File: config.mk
export PLATFORM = sky130hd
export DESIGN_NAME = diff_drive_wheel_command_framer
export DESIGN_NICKNAME = d
export VERILOG_FILES = /design/src/rtl/ddwc_pkg.sv /design/src/rtl/ddwc_kin.sv /design/src/rtl/ddwc_ser.sv /design/src/rtl/diff_drive_wheel_command_framer.sv
export SDC_FILE = /design/constraint.sdc
export NUM_CORES = 2
export LEC_CHECK = 0
export BUFFER_PORTS_ARGS = -buffer_cell sky130_fd_sc_hd__buf_2
export CAP_MARGIN = 40
export CELL_PAD_IN_SITES_DETAIL_PLACEMENT = 1
export CELL_PAD_IN_SITES_GLOBAL_PLACEMENT = 2
export CORE_AREA = 10 10 336 338
export DETAILED_ROUTE_END_ITERATION = 8
export DIE_AREA = 0 0 346 348
export GPL_TIMING_DRIVEN = 0
export PLACE_DENSITY_LB_ADDON = 0.1
export SYNTH_ARGS = -nofsm -noshare
export SYNTH_HDL_FRONTEND = slang
export SYNTH_SLANG_ARGS = --single-unit
File: constraint.sdc
create_clock -name clk -period 6.35 [get_ports clk]
set_input_delay 0 -clock clk [delete_from_list [all_inputs] [get_ports clk]]
set_output_delay 0 -clock clk [all_outputs]
set_load 0.03 [all_outputs]
File: src/rtl/ddwc_pkg.sv
`default_nettype none

package ddwc_pkg;

    localparam int unsigned GAIN_W   = 24;
    localparam int unsigned VEL_W    = 16;
    localparam int unsigned DIST_W   = 16;
    localparam int unsigned PROD_W   = VEL_W + GAIN_W + 1;
    localparam int unsigned SUM_W    = PROD_W + 1;
    localparam int unsigned MAG_W    = 7;
    localparam int unsigned IDX_W    = 4;

    // frame bytes
    localparam logic [7:0] HDR0      = 8'hcd;
    localparam logic [7:0] HDR1      = 8'heb;
    localparam logic [7:0] HDR2      = 8'hd7;
    localparam logic [7:0] CMD_HDR3  = 8'h09;
    localparam logic [7:0] CMD_HDR4  = 8'h74;
    localparam logic [7:0] CAL_HDR3  = 8'h01;
    localparam logic [7:0] CAL_HDR4  = 8'h43;
    localparam logic [7:0] DIR_F     = 8'h46;
    localparam logic [7:0] DIR_B     = 8'h42;
    localparam logic [7:0] DIR_S     = 8'h53;
    localparam logic [7:0] PAD_BYTE  = 8'h00;

    // byte positions
    localparam logic [IDX_W-1:0] POS_HDR0  = 4'd0;
    localparam logic [IDX_W-1:0] POS_HDR1  = 4'd1;
    localparam logic [IDX_W-1:0] POS_HDR2  = 4'd2;
    localparam logic [IDX_W-1:0] POS_HDR3  = 4'd3;
    localparam logic [IDX_W-1:0] POS_HDR4  = 4'd4;
    localparam logic [IDX_W-1:0] POS_DIR_R = 4'd5;
    localparam logic [IDX_W-1:0] POS_DIR_L = 4'd6;
    localparam logic [IDX_W-1:0] POS_S0    = 4'd7;
    localparam logic [IDX_W-1:0] POS_S1    = 4'd8;
    localparam logic [IDX_W-1:0] POS_MAG_R = 4'd9;
    localparam logic [IDX_W-1:0] POS_MAG_L = 4'd10;
    localparam logic [IDX_W-1:0] LAST_CAL  = 4'd4;
    localparam logic [IDX_W-1:0] LAST_CMD  = 4'd12;

    // obstacle thresholds
    localparam logic [DIST_W-1:0] SIDE_FAR  = 16'd30;
    localparam logic [DIST_W-1:0] SIDE_NEAR = 16'd15;
    localparam logic [DIST_W-1:0] REAR_NEAR = 16'd20;

    localparam logic [1:0] STATUS_INIT     = 2'd0;
    localparam logic [1:0] STATUS_OBSTACLE = 2'd2;

    localparam logic       REQ_VELOCITY    = 1'b0;
    localparam logic       REQ_CALIBRATE   = 1'b1;

    localparam logic       CFG_LINEAR_GAIN  = 1'b0;
    localparam logic       CFG_ANGULAR_GAIN = 1'b1;

    typedef enum logic [1:0] {
        KIND_NONE = 2'd0,
        KIND_CAL  = 2'd1,
        KIND_CMD  = 2'd2
    } kind_t;

    typedef struct packed {
        logic lf_far;
        logic lf_near;
        logic rf_far;
        logic rf_near;
        logic rear_near;
    } near_t;

    typedef struct packed {
        kind_t            kind;
        logic [7:0]       dir_r;
        logic [7:0]       dir_l;
        logic [MAG_W-1:0] mag_r;
        logic [MAG_W-1:0] mag_l;
    } frame_t;

    function automatic logic [7:0] frame_byte_f(frame_t f, logic [IDX_W-1:0] idx);
        logic [7:0] b;
        b = PAD_BYTE;
        case (idx)
            POS_HDR0:  b = HDR0;
            POS_HDR1:  b = HDR1;
            POS_HDR2:  b = HDR2;
            POS_HDR3:  b = (f.kind == KIND_CAL) ? CAL_HDR3 : CMD_HDR3;
            POS_HDR4:  b = (f.kind == KIND_CAL) ? CAL_HDR4 : CMD_HDR4;
            POS_DIR_R: b = f.dir_r;
            POS_DIR_L: b = f.dir_l;
            POS_S0:    b = DIR_S;
            POS_S1:    b = DIR_S;
            POS_MAG_R: b = {1'b0, f.mag_r};
            POS_MAG_L: b = {1'b0, f.mag_l};
            default:   b = PAD_BYTE;
        endcase
        return b;
    endfunction

endpackage

`default_nettype wire

File: src/rtl/ddwc_kin.sv
`default_nettype none

module ddwc_kin (
    input  wire logic                                  clk,
    input  wire logic                                  rst_n,
    input  wire logic [ddwc_pkg::GAIN_W-1:0]           linear_gain,
    input  wire logic [ddwc_pkg::GAIN_W-1:0]           angular_gain,
    input  wire logic                                  in_valid,
    output logic                                       in_ready,
    input  wire logic                                  req_type,
    input  wire logic                                  calibrate_flag,
    input  wire logic signed [ddwc_pkg::VEL_W-1:0]     linear_velocity,
    input  wire logic signed [ddwc_pkg::VEL_W-1:0]     angular_velocity,
    input  wire logic [1:0]                            base_status,
    input  wire logic [ddwc_pkg::DIST_W-1:0]           left_front_distance,
    input  wire logic [ddwc_pkg::DIST_W-1:0]           right_front_distance,
    input  wire logic [ddwc_pkg::DIST_W-1:0]           rear_distance,
    output logic                                       out_valid,
    input  wire logic                                  out_ready,
    output ddwc_pkg::frame_t                           out_frame
);

    localparam int unsigned PW = ddwc_pkg::PROD_W;
    localparam int unsigned SW = ddwc_pkg::SUM_W;
    localparam int unsigned MW = ddwc_pkg::MAG_W;
    localparam logic signed [SW-1:0] LIMIT_Q16 = SW'(100 * 65536);
    localparam logic [MW-1:0]        MAG_MAX   = MW'(100);

    // stage valids
    logic v1_reg, v2_reg, v3_reg;
    logic rdy1, rdy2, rdy3;

    // stage 1: products, obstacle flags
    ddwc_pkg::kind_t         kind1_reg, kind1_next;
    ddwc_pkg::near_t         near1_reg, near1_next;
    logic signed [PW-1:0]    lin1_reg, lin1_next;
    logic signed [PW-1:0]    ang1_reg, ang1_next;

    // stage 2: wheel sums
    ddwc_pkg::kind_t         kind2_reg;
    ddwc_pkg::near_t         near2_reg;
    logic signed [SW-1:0]    right2_reg, right2_next;
    logic signed [SW-1:0]    left2_reg, left2_next;

    // stage 3: frame descriptor
    ddwc_pkg::frame_t        frame3_reg, frame3_next;

    assign rdy3     = !v3_reg || out_ready;
    assign rdy2     = !v2_reg || rdy3;
    assign rdy1     = !v1_reg || rdy2;
    assign in_ready = rdy1;

    function automatic logic near_f(logic [ddwc_pkg::DIST_W-1:0] d,
                                    logic [ddwc_pkg::DIST_W-1:0] lim);
        return (d != '0) && (d < lim);
    endfunction

    always_comb
    begin
        logic chk;
        chk = (base_status == ddwc_pkg::STATUS_OBSTACLE);
        if (req_type == ddwc_pkg::REQ_CALIBRATE)
        begin
            kind1_next = calibrate_flag ? ddwc_pkg::KIND_CAL : ddwc_pkg::KIND_NONE;
        end
        else
        begin
            kind1_next = (base_status == ddwc_pkg::STATUS_INIT) ? ddwc_pkg::KIND_NONE
                                                                : ddwc_pkg::KIND_CMD;
        end
        near1_next.lf_far    = chk && near_f(left_front_distance, ddwc_pkg::SIDE_FAR);
        near1_next.lf_near   = chk && near_f(left_front_distance, ddwc_pkg::SIDE_NEAR);
        near1_next.rf_far    = chk && near_f(right_front_distance, ddwc_pkg::SIDE_FAR);
        near1_next.rf_near   = chk && near_f(right_front_distance, ddwc_pkg::SIDE_NEAR);
        near1_next.rear_near = chk && near_f(rear_distance, ddwc_pkg::REAR_NEAR);
        lin1_next = PW'(linear_velocity) * PW'($signed({1'b0, linear_gain}));
        ang1_next = PW'(angular_velocity) * PW'($signed({1'b0, angular_gain}));
    end

    assign right2_next = {lin1_reg[PW-1], lin1_reg} + {ang1_reg[PW-1], ang1_reg};
    assign left2_next  = {lin1_reg[PW-1], lin1_reg} - {ang1_reg[PW-1], ang1_reg};

    // clamp to +-100 percent, truncate toward zero
    function automatic void wheel_f(input  logic signed [SW-1:0] q,
                                    output logic [7:0]           dir,
                                    output logic [MW-1:0]        mag);
        logic             neg;
        logic             sat;
        logic [SW-1:0]    mag_q;
        neg   = q[SW-1];
        sat   = neg ? (q < -LIMIT_Q16) : (q > LIMIT_Q16);
        mag_q = neg ? SW'(-q) : SW'(q);
        mag   = sat ? MAG_MAX : mag_q[16 +: MW];
        if (mag == '0)
        begin
            dir = ddwc_pkg::DIR_S;
        end
        else
        begin
            dir = neg ? ddwc_pkg::DIR_B : ddwc_pkg::DIR_F;
        end
    endfunction

    always_comb
    begin
        logic [7:0]    dr, dl;
        logic [MW-1:0] mr, ml;
        wheel_f(right2_reg, dr, mr);
        wheel_f(left2_reg, dl, ml);
        // obstacle rules apply in order, each sees the previous result
        if (near2_reg.lf_far && dl == ddwc_pkg::DIR_F)
        begin
            dl = ddwc_pkg::DIR_S;
        end
        if (near2_reg.rf_far && dr == ddwc_pkg::DIR_F)
        begin
            dr = ddwc_pkg::DIR_S;
        end
        if (near2_reg.rear_near && (dr == ddwc_pkg::DIR_B || dl == ddwc_pkg::DIR_B))
        begin
            dr = ddwc_pkg::DIR_S;
            dl = ddwc_pkg::DIR_S;
        end
        if (near2_reg.lf_near && (dr == ddwc_pkg::DIR_F || dl == ddwc_pkg::DIR_F))
        begin
            dr = ddwc_pkg::DIR_S;
            dl = ddwc_pkg::DIR_S;
        end
        if (near2_reg.rf_near && (dr == ddwc_pkg::DIR_F || dl == ddwc_pkg::DIR_F))
        begin
            dr = ddwc_pkg::DIR_S;
            dl = ddwc_pkg::DIR_S;
        end
        frame3_next.kind  = kind2_reg;
        frame3_next.dir_r = dr;
        frame3_next.dir_l = dl;
        frame3_next.mag_r = mr;
        frame3_next.mag_l = ml;
    end

    always_ff @(posedge clk or negedge rst_n)
    begin
        if (!rst_n)
        begin
            v1_reg <= 1'b0;
            v2_reg <= 1'b0;
            v3_reg <= 1'b0;
        end
        else
        begin
            if (rdy1)
            begin
                v1_reg <= in_valid;
            end
            if (rdy2)
            begin
                v2_reg <= v1_reg;
            end
            if (rdy3)
            begin
                v3_reg <= v2_reg;
            end
        end
    end

    always_ff @(posedge clk)
    begin
        if (rdy1)
        begin
            kind1_reg <= kind1_next;
            near1_reg <= near1_next;
            lin1_reg  <= lin1_next;
            ang1_reg  <= ang1_next;
        end
        if (rdy2)
        begin
            kind2_reg  <= kind1_reg;
            near2_reg  <= near1_reg;
            right2_reg <= right2_next;
            left2_reg  <= left2_next;
        end
        if (rdy3)
        begin
            frame3_reg <= frame3_next;
        end
    end

    assign out_valid = v3_reg;
    assign out_frame = frame3_reg;

endmodule

`default_nettype wire

File: src/rtl/ddwc_ser.sv
`default_nettype none

module ddwc_ser (
    input  wire logic              clk,
    input  wire logic              rst_n,
    input  wire logic              in_valid,
    output logic                   in_ready,
    input  wire ddwc_pkg::frame_t  in_frame,
    output logic                   out_valid,
    input  wire logic              out_ready,
    output logic [7:0]             out_byte,
    output logic                   out_last
);

    localparam int unsigned IW = ddwc_pkg::IDX_W;

    logic              busy_reg, busy_next;
    logic [IW-1:0]     idx_reg, idx_next;
    ddwc_pkg::frame_t  frame_reg;
    logic              oval_reg, oval_next;
    logic [7:0]        obyte_reg;
    logic              olast_reg;

    logic              out_load;
    logic              emit;
    logic              last;
    logic              load;

    assign out_load = !oval_reg || out_ready;
    assign emit     = busy_reg && out_load;
    assign last     = (frame_reg.kind == ddwc_pkg::KIND_CAL && idx_reg == ddwc_pkg::LAST_CAL)
                   || (frame_reg.kind == ddwc_pkg::KIND_CMD && idx_reg == ddwc_pkg::LAST_CMD);
    // next frame is taken in the same cycle the last byte goes out
    assign in_ready = !busy_reg || (emit && last);
    assign load     = in_valid && in_ready;

    always_comb
    begin
        busy_next = busy_reg;
        idx_next  = idx_reg;
        if (load)
        begin
            busy_next = (in_frame.kind != ddwc_pkg::KIND_NONE);
            idx_next  = '0;
        end
        else if (emit)
        begin
            busy_next = !last;
            idx_next  = idx_reg + IW'(1);
        end
        oval_next = emit ? 1'b1 : (out_ready ? 1'b0 : oval_reg);
    end

    always_ff @(posedge clk or negedge rst_n)
    begin
        if (!rst_n)
        begin
            busy_reg <= 1'b0;
            idx_reg  <= '0;
            oval_reg <= 1'b0;
        end
        else
        begin
            busy_reg <= busy_next;
            idx_reg  <= idx_next;
            oval_reg <= oval_next;
        end
    end

    always_ff @(posedge clk)
    begin
        if (load)
        begin
            frame_reg <= in_frame;
        end
        if (emit)
        begin
            obyte_reg <= ddwc_pkg::frame_byte_f(frame_reg, idx_reg);
            olast_reg <= last;
        end
    end

    assign out_valid = oval_reg;
    assign out_byte  = obyte_reg;
    assign out_last  = olast_reg;

endmodule

`default_nettype wire

File: src/rtl/diff_drive_wheel_command_framer.sv
// differential drive wheel command framer
//
// s_axis: one request per transfer. a velocity request (tuser[0] = 0) with a
// nonzero status turns into a 13-byte wheel command frame; a calibration request
// (tuser[0] = 1) with the flag set turns into the 5-byte imu calibration frame;
// everything else is consumed and gives nothing.
// m_axis: one frame byte per transfer, tlast on the final byte of each frame.
// cfg: cfg_we with cfg_index 0 writes linear_gain, index 1 writes angular_gain;
// write only while the block is idle.
// a request passes through the multiply, wheel sum, clamp and obstacle rule
// stages, then the byte serializer, before its first byte is valid.
// requests enter every cycle until the pipeline fills; the sustained rate is
// set by the serializer at one byte per cycle while m_tready is high.
// reset clears all valid bits and both gains. when m_tready is low the byte
// held in the output register stays and the three stages fill, then s_tready
// drops; nothing is lost or repeated.
`default_nettype none

module diff_drive_wheel_command_framer (
    input  wire logic                         clk,
    input  wire logic                         rst_n,
    input  wire logic                         cfg_we,
    input  wire logic                         cfg_index,
    input  wire logic [ddwc_pkg::GAIN_W-1:0]  cfg_data,
    input  wire logic                         s_tvalid,
    output logic                              s_tready,
    // linear_velocity, angular_velocity, base_status, left_front_distance,
    // right_front_distance, rear_distance, zero pad
    input  wire logic [87:0]                  s_tdata,
    // req_type, calibrate_flag
    input  wire logic [1:0]                   s_tuser,
    output logic                              m_tvalid,
    input  wire logic                         m_tready,
    // frame_byte
    output logic [7:0]                        m_tdata,
    output logic                              m_tlast
);

    logic [ddwc_pkg::GAIN_W-1:0] linear_gain_reg;
    logic [ddwc_pkg::GAIN_W-1:0] angular_gain_reg;

    logic              fr_valid;
    logic              fr_ready;
    ddwc_pkg::frame_t  fr_frame;

    always_ff @(posedge clk or negedge rst_n)
    begin
        if (!rst_n)
        begin
            linear_gain_reg  <= '0;
            angular_gain_reg <= '0;
        end
        else if (cfg_we)
        begin
            case (cfg_index)
                ddwc_pkg::CFG_LINEAR_GAIN:  linear_gain_reg  <= cfg_data;
                ddwc_pkg::CFG_ANGULAR_GAIN: angular_gain_reg <= cfg_data;
                default:                    linear_gain_reg  <= linear_gain_reg;
            endcase
        end
    end

    ddwc_kin u_kin (
        .clk                  (clk),
        .rst_n                (rst_n),
        .linear_gain          (linear_gain_reg),
        .angular_gain         (angular_gain_reg),
        .in_valid             (s_tvalid),
        .in_ready             (s_tready),
        .req_type             (s_tuser[0]),
        .calibrate_flag       (s_tuser[1]),
        .linear_velocity      ($signed(s_tdata[15:0])),
        .angular_velocity     ($signed(s_tdata[31:16])),
        .base_status          (s_tdata[33:32]),
        .left_front_distance  (s_tdata[49:34]),
        .right_front_distance (s_tdata[65:50]),
        .rear_distance        (s_tdata[81:66]),
        .out_valid            (fr_valid),
        .out_ready            (fr_ready),
        .out_frame            (fr_frame)
    );

    ddwc_ser u_ser (
        .clk       (clk),
        .rst_n     (rst_n),
        .in_valid  (fr_valid),
        .in_ready  (fr_ready),
        .in_frame  (fr_frame),
        .out_valid (m_tvalid),
        .out_ready (m_tready),
        .out_byte  (m_tdata),
        .out_last  (m_tlast)
    );

endmodule

`default_nettype wire

==> results_dict.tcl <==
set metrics [dict create \
    hold_viol_final 0 \
    wl_um 141000 \
    synth_edf_count 228 \
    max_freq_mhz 150 \
    core-area_um2 106000 \
    grt_usage_pct 23.4 \
    num-nets-final 5696 \
    yosysWarnings 0 \
    ant_nets 0 \
    fin_skew_ns 0.0400 \
    finalMaxSlewViolations 0 \
    reg2regPathDepth 24 \
    async_reset_ff_share_pct 20.0 \
    initial_core_util_pct 37.6 \
    cts_max_level 2 \
    period_needed_ns 6.66 \
    post-route-drc-count 0 \
    syn_avg_cell_area_um2 9.54 \
    post_drt_via_cell_ratio 5.05 \
    ios 131 \
    ys.flop_type "edfxtp_1" \
    dpl_cell_area_um2 42600 \
    gp_congestion 0.855 \
    crit_top_cell "fa_1" \
    grt_pass1_wl_um 214000 \
    fin_tns_setup_ns -2.69 \
    worstReg2RegStart "angular_gain_reg[9]$_DFFE_PN0P_" \
    holdCritPathClass "primary input to flop" \
    final_area_um2 48300 \
    cts_buffers 36 \
    area_growth_pct 20.7 \
    startpoint_type "flop" \
    num_vias 30400 \
    cts_sinks 285 \
    mappedNetlistNets 5288 \
    outcome "complete, but fails checks" \
    crit_path_max_fanout 7 \
    worstHoldEndpoint "u_kin.v1_reg$_DFFE_PN0P_" \
    min_from "s_tvalid" \
    wl_per_cell_um 23.3 \
    insertion_delay_ns 0.57 \
    crit_type "flop to flop" \
    crit_arrival_ns 6.93 \
    gr-total-overflow 0 \
    fp-row-count 120 \
    die_w_um 346 \
    drive_gt1_share_pct 17.4 \
    cts_tree "yes" \
    rsz0062_at_grt "true" \
    syn_area_um2 40000 \
    slowest_delay_ns 0.55 \
    drt_pre_antenna_iters 5 \
    violations "setup timing" \
    die_area_um2 120000 \
    reg2reg_to "u_kin.ang1_reg[40]$_DFFE_PP_" \
    grt_max_degree 58 \
    grt_antenna_before_repair 9 \
    min_path_cells 3 \
    synth_cells 4192 \
    cp_slowest_cell "fa_2" \
    clock_path_buffers 3 \
    fill_cells 12000 \
    relSlewSlack_pct 35.0 \
    die_y_um 348 \
    drt-initial-drc-count 1463 \
    port_buffers 124 \
    largest_register_ffs 42 \
    yosysUniqueCellTypes 76 \
    critPathRequiredTime_ns 6.62 \
    dp_hpwl_um 111000 \
    finalCritPeriodShare_pct 105 \
    crit_start "angular_gain_reg[9]$_DFFE_PN0P_" \
    cts-root-buf "clkbuf_16" \
    max_slew.worst_pin.slew_ns 0.975 \
    cp-end-kind "flop" \
    ys_ff_latch 285 \
    finalSetupViolations 18 \
    path_cells "buf_8 -> and2_4 -> fa_1 -> inv_2 -> fa_1 -> fa_2 -> inv_2 -> fa_1 -> fa_1 -> inv_1 -> fa_1 -> inv_2 -> ha_4 -> a21oi_4 -> buf_6 -> o21ai_2 -> or3_4 -> o21a_4 -> a41oi_4 -> a211oi_2 -> o21ai_1 -> nand2b_1 -> a21oi_2 -> xnor2_2" \
    clk_pin_slew_ns 0.06 \
    ys_seq_area_share_pct 20.7 \
    rrSetupSlack_ns -0.31 \
    grt_pass1_vias 33700 \
    fin_ws_ns -0.313 \
    cap_violations 0 \
]
==> logic make-up after synthesis <==
logic type                 after synthesis  share of synthesized area [%]
xor gates and xnor gates               163                           3.57
buffers and inverters                 1026                           9.63
adders and majority gates              976                           42.1
muxes                                   49                           1.38
DFF                                    285                           20.7
and+or+nand+nor                       1232                           15.1
AOI/OAI and AO/OA                      461                           7.54
==> timing repair <==
action                                  CTS  global route
endpoints found under the setup margin   52            34
buffers inserted                        139            49
pin swaps                               171           141
endpoints found under the hold margin   115             0
hold buffers                             47             0
resized for setup                       414           184
gates cloned                              3             1
==> how the worst max path moves through the flow <==
stage | to | slack (ns) | cells after the start
after floorplan | u_kin.lin1_reg[40]$_DFFE_PP_ | -0.03 | 23
after global placement | u_kin.ang1_reg[39]$_DFFE_PP_ | -1.83 | 22
after detailed placement | u_kin.ang1_reg[30]$_DFFE_PP_ | -1.84 | 24
after CTS | u_kin.ang1_reg[37]$_DFFE_PP_ | -0.36 | 24
after global routing | u_kin.ang1_reg[37]$_DFFE_PP_ | -0.46 | 23
final | u_kin.ang1_reg[40]$_DFFE_PP_ | -0.31 | 24
==> worst max-delay path: cells and delay by family, from the launching register on <==
kind / cells / cell delay, ns
compound gates: 7 / 1.31
xor+xnor: 1 / 0.17
fa+ha+maj: 7 / 3.25
buf+inv: 6 / 0.48
flops: 1 / 0.50
simple gates: 3 / 0.63
==> cells in the mapped netlist (all sizes together) (5+ instances only) <==
| cell type | number | area share [%] |
|---|---|---|
| nor2 | 195 | 1.8 |
| o21bai | 35 | 0.66 |
| a211oi | 12 | 0.23 |
| dfrtp | 57 | 3.6 |
| a21o | 41 | 0.77 |
| fa | 614 | 31 |
| or3 | 13 | 0.23 |
| a31oi | 13 | 0.20 |
| nand3 | 33 | 0.41 |
| clkbuf | 162 | 1.5 |
| or2 | 8 | 0.13 |
| nor2b | 22 | 0.34 |
| inv | 855 | 8.0 |
| xor2 | 40 | 0.88 |
| a22oi | 5 | 0.11 |
| a221oi | 6 | 0.13 |
| and3 | 7 | 0.11 |
| nand2 | 451 | 4.2 |
| o21a | 23 | 0.43 |
| a21oi | 149 | 1.9 |
| nor4 | 38 | 0.63 |
| nand4 | 29 | 0.45 |
| ha | 362 | 11 |
| a2111oi | 5 | 0.13 |
| and2 | 343 | 5.4 |
| buf | 6 | 0.059 |
| o31ai | 19 | 0.36 |
| edfxtp | 228 | 17 |
| mux2 | 48 | 1.4 |
| o31a | 9 | 0.20 |
| a211o | 7 | 0.15 |
| o221ai | 5 | 0.11 |
| o21ai | 74 | 0.93 |
| xnor2 | 123 | 2.7 |
| nand2b | 46 | 0.72 |
| o211ai | 11 | 0.21 |
| nor3 | 35 | 0.44 |
==> cells in the final DEF, fill, tap and decap left out, types with 20 or more instances in the layout <==
master	n
a21o_1	41
fa_1	571
xor2_1	33
ha_4	29
xnor2_1	105
nand3_1	29
dlygate4sd3_1	47
buf_4	126
o21a_1	22
buf_2	127
a21oi_1	120
a21oi_2	20
nor3_1	30
nor2_1	186
o21bai_1	33
ha_1	327
inv_2	40
nor4_1	35
o21ai_0	64
edfxtp_1	228
clkbuf_8	21
mux2_2	48
dfrtp_2	48
inv_1	815
nand4_1	29
nand2_1	432
and2_1	329
buf_6	40
clkbuf_1	117
nand2b_1	45
nor2b_1	20
clkbuf_16	55
fa_2	43
==> routing by layer <==
metal	up-vias	share of wire [%]	wire, µm	track usage [%]
li1	14000	-	-	-
met4	2	2.1	2960	4.90
met3	116	4.0	5660	2.50
met1	15800	45	63300	31.7
met5	-	0.0092	13	0
met2	545	49	68800	40.3
==> stage by stage <==
| stage | std cells | utilization (%) | worst slack, ns | hold WS (ns) |
|---|---|---|---|---|
| 2_1_floorplan | 4192 | - | -0.0345 | -0.296 |
| 5_1_grt | 6029 | 45.4 | -0.458 | 0.160 |
| 3_5_place_dp | 5735 | 40.1 | -1.84 | -0.105 |
| 3_3_place_gp | 5719 | 39.9 | -1.83 | 0.197 |
| 4_1_cts | 5983 | 44.4 | -0.362 | 0.140 |
| 6_report | 6032 | 45.4 | -0.313 | 0.156 |
==> cell type report <==
cell class	instances	area [µm²]	share of cell area, %
clock inverter	19	138	0.285
sequential	285	8330	17.3
timing repair buffer	375	3170	6.56
clock buffer	45	955	1.98
tap	1403	1760	3.64
inverter	858	3220	6.67
buffer	163	1260	2.60
multi-input combinational	2881	29400	61.0
antenna	3	7.51	0.0156
Power is left out: the tool's default activity adds up to more than one toggle a clock period on the data nets, which glitch-free logic cannot reach.
